### src/design/dqtl_pkg.sv
// shared types and constants of the delta queue task list
package dqtl_pkg;

  localparam int unsigned MAX_TASKS = 16;
  localparam int unsigned IDX_W     = (MAX_TASKS > 1) ? $clog2(MAX_TASKS) : 1;
  localparam int unsigned CNT_W     = $clog2(MAX_TASKS + 1);
  localparam int unsigned ID_W      = 8;
  localparam int unsigned TIME_W    = 16;
  localparam int unsigned COUNT_W   = 5;

  typedef enum logic [1:0] {
    REQ_INSERT    = 2'd0,
    REQ_POP_HEAD  = 2'd1,
    REQ_REMOVE_ID = 2'd2,
    REQ_NOP       = 2'd3
  } req_e;

  typedef enum logic [1:0] {
    ST_OK        = 2'd0,
    ST_FULL      = 2'd1,
    ST_EMPTY     = 2'd2,
    ST_NOT_FOUND = 2'd3
  } status_e;

  typedef enum logic [1:0] {
    S_IDLE,
    S_WALK,
    S_REPORT
  } state_e;

  typedef struct packed {
    logic [1:0]        req_type;
    logic [ID_W-1:0]   task_id;
    logic [TIME_W-1:0] delay;
    logic [TIME_W-1:0] period;
  } req_t;

  typedef struct packed {
    logic [1:0]         status;
    logic [ID_W-1:0]    out_task_id;
    logic [TIME_W-1:0]  out_period;
    logic [TIME_W-1:0]  out_delay;
    logic [TIME_W-1:0]  head_delay;
    logic [COUNT_W-1:0] entry_count;
  } res_t;

  typedef struct packed {
    logic [ID_W-1:0]   id;
    logic [TIME_W-1:0] period;
    logic [TIME_W-1:0] delay;
  } entry_t;

  typedef struct packed {
    logic    ready;
    logic    load;
    logic    step;
    logic    ins;
    logic    rem;
    logic    finish;
    status_e status;
    logic    report;
  } cmd_t;

  typedef struct packed {
    req_e kind;
    logic full;
    logic empty;
    logic walk_end;
    logic ins_stop;
    logic id_hit;
    logic out_free;
  } stat_t;

endpackage

### src/design/delta_queue_task_list_core.sv
// top level of the delta queue task list: delta-ordered task queue with insert and removal
// a request is loaded in idle, walks n entries (0 to 16) in the walk state, then is reported into the output register
// insert walks up to the insertion point, remove by id up to the matching entry, one per cycle
// remove head and request type 3 finish in their first walk state; one request is in progress at a time
// the next request is taken while the previous result still waits in the output register
// reset clears the entry count and the output valid; entry contents are undefined until written
module delta_queue_task_list_core import dqtl_pkg::*; (
  input  logic clk_i,
  input  logic rst_ni,
  input  logic in_valid_i,
  output logic in_stall_o,
  input  req_t in_data_i,
  output logic out_valid_o,
  input  logic out_stall_i,
  output res_t out_data_o
);

  cmd_t  cmd;
  stat_t stat;

  dqtl_ctrl u_ctrl (
    .clk_i      (clk_i),
    .rst_ni     (rst_ni),
    .in_valid_i (in_valid_i),
    .stat_i     (stat),
    .cmd_o      (cmd)
  );

  dqtl_dpath u_dpath (
    .clk_i       (clk_i),
    .rst_ni      (rst_ni),
    .cmd_i       (cmd),
    .req_i       (in_data_i),
    .out_stall_i (out_stall_i),
    .stat_o      (stat),
    .out_valid_o (out_valid_o),
    .out_data_o  (out_data_o)
  );

  assign in_stall_o = !cmd.ready;

endmodule

### src/design/dqtl_ctrl.sv
// sequencing state machine of the delta queue task list
module dqtl_ctrl import dqtl_pkg::*; (
  input  logic  clk_i,
  input  logic  rst_ni,
  input  logic  in_valid_i,
  input  stat_t stat_i,
  output cmd_t  cmd_o
);

  state_e state_q, state_d;

  always_ff @(posedge clk_i or negedge rst_ni) begin
    if (!rst_ni) begin
      state_q <= S_IDLE;
    end else begin
      state_q <= state_d;
    end
  end

  // walk finished for the current request
  logic done;

  always_comb begin
    done = 1'b0;
    case (stat_i.kind)
      REQ_INSERT:    done = stat_i.full || stat_i.walk_end || stat_i.ins_stop;
      REQ_POP_HEAD:  done = 1'b1;
      REQ_REMOVE_ID: done = stat_i.empty || stat_i.walk_end || stat_i.id_hit;
      REQ_NOP:       done = 1'b1;
      default:       done = 1'b1;
    endcase
  end

  always_comb begin
    state_d = state_q;
    case (state_q)
      S_IDLE: begin
        if (in_valid_i) state_d = S_WALK;
      end
      S_WALK: begin
        if (done) state_d = S_REPORT;
      end
      S_REPORT: begin
        if (stat_i.out_free) state_d = S_IDLE;
      end
      default: state_d = S_IDLE;
    endcase
  end

  always_comb begin
    cmd_o = '0;
    cmd_o.status = ST_OK;
    case (state_q)
      S_IDLE: begin
        cmd_o.ready = 1'b1;
        cmd_o.load  = in_valid_i;
      end
      S_WALK: begin
        cmd_o.finish = done;
        case (stat_i.kind)
          REQ_INSERT: begin
            if (stat_i.full) begin
              cmd_o.status = ST_FULL;
            end else if (stat_i.walk_end || stat_i.ins_stop) begin
              cmd_o.ins = 1'b1;
            end else begin
              cmd_o.step = 1'b1;
            end
          end
          REQ_POP_HEAD: begin
            if (stat_i.empty) begin
              cmd_o.status = ST_EMPTY;
            end else begin
              cmd_o.rem = 1'b1;
            end
          end
          REQ_REMOVE_ID: begin
            if (stat_i.empty) begin
              cmd_o.status = ST_EMPTY;
            end else if (stat_i.walk_end) begin
              cmd_o.status = ST_NOT_FOUND;
            end else if (stat_i.id_hit) begin
              cmd_o.rem = 1'b1;
            end else begin
              cmd_o.step = 1'b1;
            end
          end
          default: cmd_o.status = ST_OK;
        endcase
      end
      S_REPORT: begin
        cmd_o.report = stat_i.out_free;
      end
      default: cmd_o = '0;
    endcase
  end

endmodule

### src/design/dqtl_dpath.sv
// entry store, walk registers and result register of the delta queue task list
module dqtl_dpath import dqtl_pkg::*; (
  input  logic  clk_i,
  input  logic  rst_ni,
  input  cmd_t  cmd_i,
  input  req_t  req_i,
  input  logic  out_stall_i,
  output stat_t stat_o,
  output logic  out_valid_o,
  output res_t  out_data_o
);

  entry_t            store_q [MAX_TASKS];
  entry_t            store_d [MAX_TASKS];
  logic [CNT_W-1:0]  count_q, count_d;
  req_e              kind_q;
  logic [ID_W-1:0]   id_q;
  logic [TIME_W-1:0] rem_q;
  logic [TIME_W-1:0] per_q;
  logic [CNT_W-1:0]  pos_q;
  status_e           status_q;
  logic [ID_W-1:0]   oid_q;
  logic [TIME_W-1:0] oper_q;
  logic [TIME_W-1:0] odel_q;
  res_t              out_q;
  logic              out_valid_q, out_valid_d;

  entry_t            cur;
  entry_t            nxt;
  logic [TIME_W:0]   sum;
  logic [TIME_W-1:0] sat_sum;
  logic              rem_add;

  assign cur     = store_q[pos_q[IDX_W-1:0]];
  assign nxt     = store_q[IDX_W'(pos_q + CNT_W'(1))];
  assign sum     = {1'b0, nxt.delay} + {1'b0, cur.delay};
  assign sat_sum = sum[TIME_W] ? {TIME_W{1'b1}} : sum[TIME_W-1:0];
  assign rem_add = (kind_q == REQ_REMOVE_ID);

  assign stat_o.kind     = kind_q;
  assign stat_o.full     = (count_q >= CNT_W'(MAX_TASKS));
  assign stat_o.empty    = (count_q == '0);
  assign stat_o.walk_end = (pos_q >= count_q);
  assign stat_o.ins_stop = (rem_q < cur.delay);
  assign stat_o.id_hit   = (cur.id == id_q);
  assign stat_o.out_free = !out_valid_q || !out_stall_i;

  always_comb begin
    store_d = store_q;
    count_d = count_q;
    if (cmd_i.ins) begin
      for (int i = 0; i < int'(MAX_TASKS); i++) begin
        if (CNT_W'(i) == pos_q) begin
          store_d[i] = '{id: id_q, period: per_q, delay: rem_q};
        end else if (CNT_W'(i) > pos_q && CNT_W'(i) <= count_q) begin
          if (CNT_W'(i) == pos_q + CNT_W'(1)) begin
            store_d[i]       = cur;
            store_d[i].delay = cur.delay - rem_q;
          end else begin
            store_d[i] = store_q[i-1];
          end
        end
      end
      count_d = count_q + CNT_W'(1);
    end else if (cmd_i.rem) begin
      for (int i = 0; i < int'(MAX_TASKS) - 1; i++) begin
        if (CNT_W'(i) >= pos_q && CNT_W'(i) + CNT_W'(1) < count_q) begin
          store_d[i] = store_q[i+1];
          if (CNT_W'(i) == pos_q && rem_add) store_d[i].delay = sat_sum;
        end
      end
      count_d = count_q - CNT_W'(1);
    end
  end

  always_comb begin
    out_valid_d = out_valid_q;
    if (cmd_i.report) begin
      out_valid_d = 1'b1;
    end else if (!out_stall_i) begin
      out_valid_d = 1'b0;
    end
  end

  always_ff @(posedge clk_i or negedge rst_ni) begin
    if (!rst_ni) begin
      count_q     <= '0;
      out_valid_q <= 1'b0;
    end else begin
      count_q     <= count_d;
      out_valid_q <= out_valid_d;
    end
  end

  always_ff @(posedge clk_i) begin
    store_q <= store_d;
    if (cmd_i.load) begin
      kind_q <= req_e'(req_i.req_type);
      id_q   <= req_i.task_id;
      rem_q  <= req_i.delay;
      per_q  <= req_i.period;
      pos_q  <= '0;
    end else if (cmd_i.step) begin
      pos_q <= pos_q + CNT_W'(1);
      if (kind_q == REQ_INSERT) rem_q <= rem_q - cur.delay;
    end
    if (cmd_i.finish) begin
      status_q <= cmd_i.status;
      if (cmd_i.rem) begin
        oid_q  <= cur.id;
        oper_q <= cur.period;
        odel_q <= cur.delay;
      end else begin
        oid_q  <= '0;
        oper_q <= '0;
        odel_q <= '0;
      end
    end
    if (cmd_i.report) begin
      out_q.status      <= status_q;
      out_q.out_task_id <= oid_q;
      out_q.out_period  <= oper_q;
      out_q.out_delay   <= odel_q;
      out_q.head_delay  <= (count_q != '0) ? store_q[0].delay : '0;
      out_q.entry_count <= COUNT_W'(count_q);
    end
  end

  assign out_valid_o = out_valid_q;
  assign out_data_o  = out_q;

endmodule

### config.mk
export PLATFORM = sky130hd
export DESIGN_NAME = delta_queue_task_list_core
export DESIGN_NICKNAME = d
export VERILOG_FILES = /design/src/design/dqtl_pkg.sv /design/src/design/delta_queue_task_list_core.sv /design/src/design/dqtl_ctrl.sv /design/src/design/dqtl_dpath.sv
export SDC_FILE = /design/constraint.sdc
export NUM_CORES = 2
export LEC_CHECK = 0
export BUFFER_PORTS_ARGS = -buffer_cell sky130_fd_sc_hd__buf_2
export CAP_MARGIN = 10
export CORE_MARGIN = 10
export CORE_UTILIZATION = 30
export CTS_BUF_LIST = sky130_fd_sc_hd__clkbuf_4 sky130_fd_sc_hd__clkbuf_8 sky130_fd_sc_hd__clkbuf_16
export DETAILED_ROUTE_END_ITERATION = 12
export GPL_TIMING_DRIVEN = 0
export MAX_ROUTING_LAYER = met4
export RECOVER_POWER = 25
export SLEW_MARGIN = 5
export SYNTH_ARGS = -nofsm -noshare
export SYNTH_HDL_FRONTEND = slang
export SYNTH_SLANG_ARGS = --single-unit
### constraint.sdc
create_clock -name clk_i -period 20 [get_ports clk_i]
set_input_delay 3 -clock clk_i [delete_from_list [all_inputs] [get_ports clk_i]]
set_output_delay 3 -clock clk_i [all_outputs]
set_load 0.1 [all_outputs]
-- Word level (Yosys, flattened, before mapping)
Index checks and enable logic that the tools add are counted.
- bits in registers: 800
- bits of input ports: 46
- logic and storage cells: 415
- output and inout bits: 65
- magnitude comparators: 67
- multiplexer cells: 120
- bitwise operators: 2
- reduce and logical (&&, ||, !) cells: 99
- equality and inequality tests: 55
- $add $sub $neg: 6
- operator list (operator ; number):
    $mux 40 ; 65
    $mux 600 ; 2
    $mux 16 ; 21
    $bmux 40 s4 ; 2
    $eq 4x5->1 const A ; 16
    $reduce_and 3->1 ; 16
    $logic_and 1x1->1 ; 46
    $ne 3x1->1 const B ; 15
    $eq 3x5->1 const A ; 8
    $gt 4x5->1 const A ; 8
    $le 4x5->1 const A ; 8
    $lt 4x5->1 const A ; 8
    $reduce_bool 2->1 ; 19
    $ge 4x5->1 const A ; 7
    $sub 16x16->16 ; 2
    $eq 2x5->1 const A ; 4
    $ge 3x5->1 const A ; 4
    $gt 3x5->1 const A ; 4
    $le 3x5->1 const A ; 4
    $lt 3x5->1 const A ; 4
    $add 16x16->17 ; 1
    $lt 16x16->1 ; 1
    $mux 2 ; 8
    $ge 5x5->1 const B ; 3
    other kinds (31) ; 73

-- Logic depth before layout (Yosys ltp)
- depth after elaboration: 12
- mapped depth: 23
- gate-level depth less buffers: 16

-- By module
From an unflattened synthesis, not the netlist that was laid out.
- cell total of the unflattened synthesis: 5783
- area, all modules: 55623.3 um^2
- by module, submodules not included (module ; seq. area each (um^2) ; cells each ; area an instance (um^2) ; instances):
    dqtl_dpath ; 23882.9 ; 5745 ; 55325.6 ; 1
    dqtl_ctrl ; 50.0 ; 37 ; 294.0 ; 1
    delta_queue_task_list_core ; 0.0 ; 1 ; 3.8 ; 1

-- Least setup slack after synthesis
OpenSTA, ideal clock, no wires.
- path kind: flip-flop to flip-flop
- start: register u_dpath.pos_q[1]
- end: register u_dpath.store_q[0] (netlist bit) (enable)
- required time: 19.502 ns
- buffers on the path: 9
- cell stages (with the launch flop): 21
- setup time: 0.498 ns
- arrival time: 7.848 ns
- clock period less this slack: 8.346 ns
- setup slack: 11.654 ns
- path through: dfxtp_1 buf_2 buf_2 buf_2 buf_1 mux4_2 mux4_2 inv_1 ha_1 buf_2 o21a_1 a21oi_1 a21oi_1 a21oi_1 nor4_1 or3_1 buf_2 buf_2 clkbuf_1 buf_2 a211oi_1
- RTL lines (item ; RTL line ; source):
    from (decl) ; dqtl_dpath.sv:20 ; logic [CNT_W-1:0] pos_q;
    from (signal assigned) ; dqtl_dpath.sv:104 ; pos_q <= pos_q + CNT_W'(1);
    to (signal assigned) ; dqtl_dpath.sv:96 ; store_q <= store_d;
    to (decl) ; dqtl_dpath.sv:13 ; entry_t store_q [MAX_TASKS];

==> results.sh <==
export IMPL_port_buffers=110
export IMPL_final_common_cell="nand2_1"
export IMPL_dieArea_um2=202000
export IMPL_n_fill_cell=18850
export IMPL_clk_latency_ns=0.80
export IMPL_stdcell_count=9003
export IMPL_synth_seq_cells=800
export IMPL_peakVddDrop_uv=165
export IMPL_worstPathMaxFanout=11
export IMPL_crit_top_cell="clkbuf_1"
export IMPL_crit_path_start="u_dpath.pos_q[1]"
export IMPL_worst_pin_slew_ns=3.44
export IMPL_hold_slack_ns=0.411
export IMPL_layout_drive_gt1_share_pct=10.8
export IMPL_antenna_found_initial=36
export IMPL_synth_mux_area_share_pct=12.7
export IMPL_async_flop_share_pct=1.00
export IMPL_combPwrFrac_pct=52.7
export IMPL_skew_ns=0.0457
export IMPL_gp_congestion=1.04
export IMPL_placed_cells=8767
export IMPL_ys_warn_count=0
export IMPL_regArea_um2=23900
export IMPL_reg2reg_to="u_dpath.store_q[266]"
export IMPL_arrival_ns=13.78
export IMPL_grt_pass1_wl_mm=459
export IMPL_yosysSeqAreaShare_pct=43.2
export IMPL_cts_buffer_depth=3
export IMPL_syn_area_um2=55400
export IMPL_setup_viol=0
export IMPL_rr_startpoint="u_dpath.pos_q[1]"
export IMPL_synth_simple_area_share_pct=13.6
export IMPL_violations="capacitance limit, slew limit"
export IMPL_finalCriticalPeriod_ns=13.30
export IMPL_rrSetupSlack_ns=6.70
export IMPL_rsz0062_at_grt="no"
export IMPL_cp_end_kind="flop"
export IMPL_worst_path_stages=24
export IMPL_setup_tns_ns=0
export IMPL_dp_hpwl_mm=283
export IMPL_synth_cell_types=77
export IMPL_cts_buffers=105
export IMPL_crit_buf_inv=13
export IMPL_holdCritStartpoint="u_dpath.oper_q[12]"
export IMPL_viasPerCell=6.35
export IMPL_r2r_cells=24
export IMPL_synthTopCellsByArea="edfxtp_1 (43%), mux4_2 (11%), o21ai_0 (8.9%)"
export IMPL_syn_inst=6129
export IMPL_post_cts_buffers=0
export IMPL_yosys_area_share_xor_xnor_pct=0.804
export IMPL_critPathKind="reg -> reg"
export IMPL_required_ns=20.48
export IMPL_cts_resized_gates=0
export IMPL_grt_pass1_vias=52427
export IMPL_grt_ovfl_total=0
export IMPL_ant_nets=0
export IMPL_critPathTopFamily="buffers and inverters"
export IMPL_drv_slew=179
export IMPL_final_cell_mix="nand2_1 (1,103), o21ai_0 (991), edfxtp_1 (787)"
export IMPL_worstPathCellList="clkbuf_1 > clkbuf_1 > clkbuf_1 > clkbuf_1 > mux4_2 > mux4_2 > fa_1 > nor2b_1 > o2111ai_1 > nand3_1 > a21oi_1 > nor4_1 > clkbuf_1 > or3_1 > buf_2 > buf_2 > buf_2 > clkbuf_1 > a31oi_1 > nor3_2 > buf_6 > buf_6 > buf_4 > buf_4"
export IMPL_routedWlPerCell_um=38.4
export IMPL_vias=57188
export IMPL_p_leak_nw=22.1
export IMPL_die_w_um=450
export IMPL_synth_fa_ha_area_share_pct=1.60
export IMPL_die_h_um=450
export IMPL_syn_area_per_cell_um2=9.04
export IMPL_status="finished with violations"
export IMPL_grt_max_degree=36
export IMPL_synth_compound_area_share_pct=22.8
export IMPL_pwr_share_seq_pct=25.7
export IMPL_ios=111
export IMPL_p_switching_mw=5.02
export IMPL_max_slew_margin_rel_pct=-129
export IMPL_fin_crit_sh_pct=66.5
export IMPL_multi_input_area_um2=28700
export IMPL_nets=6533
export IMPL_worstHoldPathCells=0
export IMPL_area_growth_pct=14.9
export IMPL_critical_path_max_stage_delay_ns=1.28
export IMPL_dr_pass1_iters=6
export IMPL_clk_pin_slew_worst_paths_ns=0.06
export IMPL_cts_root_buf="clkbuf_16"
export IMPL_row_count=157
export IMPL_cts_sinks=800
export IMPL_max_clock_freq_mhz=75.2
export IMPL_drtIter0Drc=10501
export IMPL_synth_top_family_by_area="compound AO/OA/AOI/OAI gates"
export IMPL_hp_class="reg -> reg"
export IMPL_track_usage_pct=33.4
export IMPL_worstSetupStartpointType="flop"
export IMPL_synth_nets=6244
export IMPL_core_area_um2=183000
export IMPL_drc=0
export IMPL_synth_edf_count=787
export IMPL_finalHoldViolCount=0
export IMPL_p_int_mw=4.51
export IMPL_htree_levels=3
export IMPL_cts_tree="done"
export IMPL_power_frac_clock_pct=21.6
export IMPL_critical_path_endpoint="u_dpath.store_q[266]"
export IMPL_cp_slowest_cell="clkbuf_1"
export IMPL_utilization_pct=34.7
export IMPL_ctsHoldBuffers=0
export IMPL_totalWireLength_mm=346
export IMPL_synth_main_ff_cell="edfxtp_1"
export IMPL_power_density_nw_per_um2=150
export IMPL_max_cap_viol_count=17
export IMPL_initial_core_util_pct=30.2
export IMPL_yosys_area_top_type_share_pct=42.7
export IMPL_power_switching_share_pct=52.7
export IMPL_synth_top_area_cell="edfxtp_1"
through the flow:
stage / setup WS (ns) / total power, mW / cell area, um2
global route: 6.92 / 9.66 / 63600
global placement: 2.66 / 7.06 / 59000
floorplan: 11.65 / 4.81 / 55400
finish: 6.70 / 9.53 / 63700
CTS: 8.83 / 9.21 / 63800
detailed placement: 8.86 / 7.15 / 60200
synth_stat cells (4+ instances only):
cell type,instances
inv_1,60
o22ai_1,212
xor2_1,11
and3_1,15
a211oi_1,57
ha_1,66
dfxtp_1,5
nand3_1,123
clkbuf_1,500
o21a_1,7
a21oi_1,730
or3_1,8
nor3_1,28
o31ai_1,7
nor2b_1,21
nor2_1,413
o32ai_1,13
nand2_1,1103
a31oi_1,16
o2111ai_1,4
buf_6,5
o211ai_1,174
mux4_2,274
nand4_1,7
buf_2,105
o21ai_1,11
and2_1,67
nor3b_1,5
and2_0,6
o21ai_0,985
a21o_1,32
mux2i_1,82
nand2b_1,16
dfrtp_1,8
edfxtp_1,787
buf_1,64
xnor2_1,38
power groups by stage:
| stage | Sequential, mW | Combinational, mW | Clock [mW] |
|---|---|---|---|
| after global routing | 2.45 | 5.08 | 2.13 |
| after global placement | 2.48 | 4.58 | 0 |
| after detailed placement | 2.45 | 4.71 | 0 |
| final | 2.45 | 5.02 | 2.06 |
| after floorplan | 2.51 | 2.30 | 0 |
| after CTS | 2.41 | 4.72 | 2.07 |
worst min-delay path by stage:
stage | endpoint | slack [ns]
finish | u_dpath.out_data_o[49] | 0.41
global route | u_dpath.out_data_o[49] | 0.42
CTS | u_dpath.out_data_o[47] | 0.42
detailed placement | u_dpath.out_data_o[26] | 0.40
global placement | u_dpath.out_data_o[61] | 0.40
floorplan | u_dpath.out_data_o[21] | 0.40
state kept, by name, summed over array words and instances, names as in the netlist:
register	flops
u_dpath.rem_q	16
u_dpath.kind_q	2
u_dpath.odel_q	16
u_dpath.pos_q	5
u_dpath.id_q	8
u_dpath.oper_q	16
u_dpath.out_valid_o	1
u_dpath.oid_q	8
u_ctrl.state_q	2
u_dpath.out_data_o	63
u_dpath.status_q	2
u_dpath.store_q	640
u_dpath.count_q	5
u_dpath.per_q	16
final cells by class:
cell class / count / area share, %
multi-input combinational: 4589 / 45.0
antenna: 37 / 0.145
clock buffer: 124 / 4.38
inverter: 63 / 0.371
sequential: 800 / 37.6
tap: 2464 / 4.84
clock inverter: 67 / 1.24
buffer: 677 / 4.27
timing repair buffer: 182 / 2.13
metal layers:
metal / up-vias / global-route usage, % / wire, um
li1: 23313 / - / -
met1: 28785 / 47.0 / 147000
met2: 4578 / 43.2 / 133000
met3: 512 / 14.2 / 56000
met4: 0 / 8.58 / 9790
met5: - / - / 0
kinds of logic (layout without fill, tap and decap cells):
family,Yosys count,after routing
compound gates,2283,2283
fa+ha+maj,69,69
xor+xnor,50,50
simple gates,1827,1827
other cells,0,37
buf+inv,740,1113
mux,360,360
flops,800,800
Note: power is estimated with default switching activity, not from simulation.
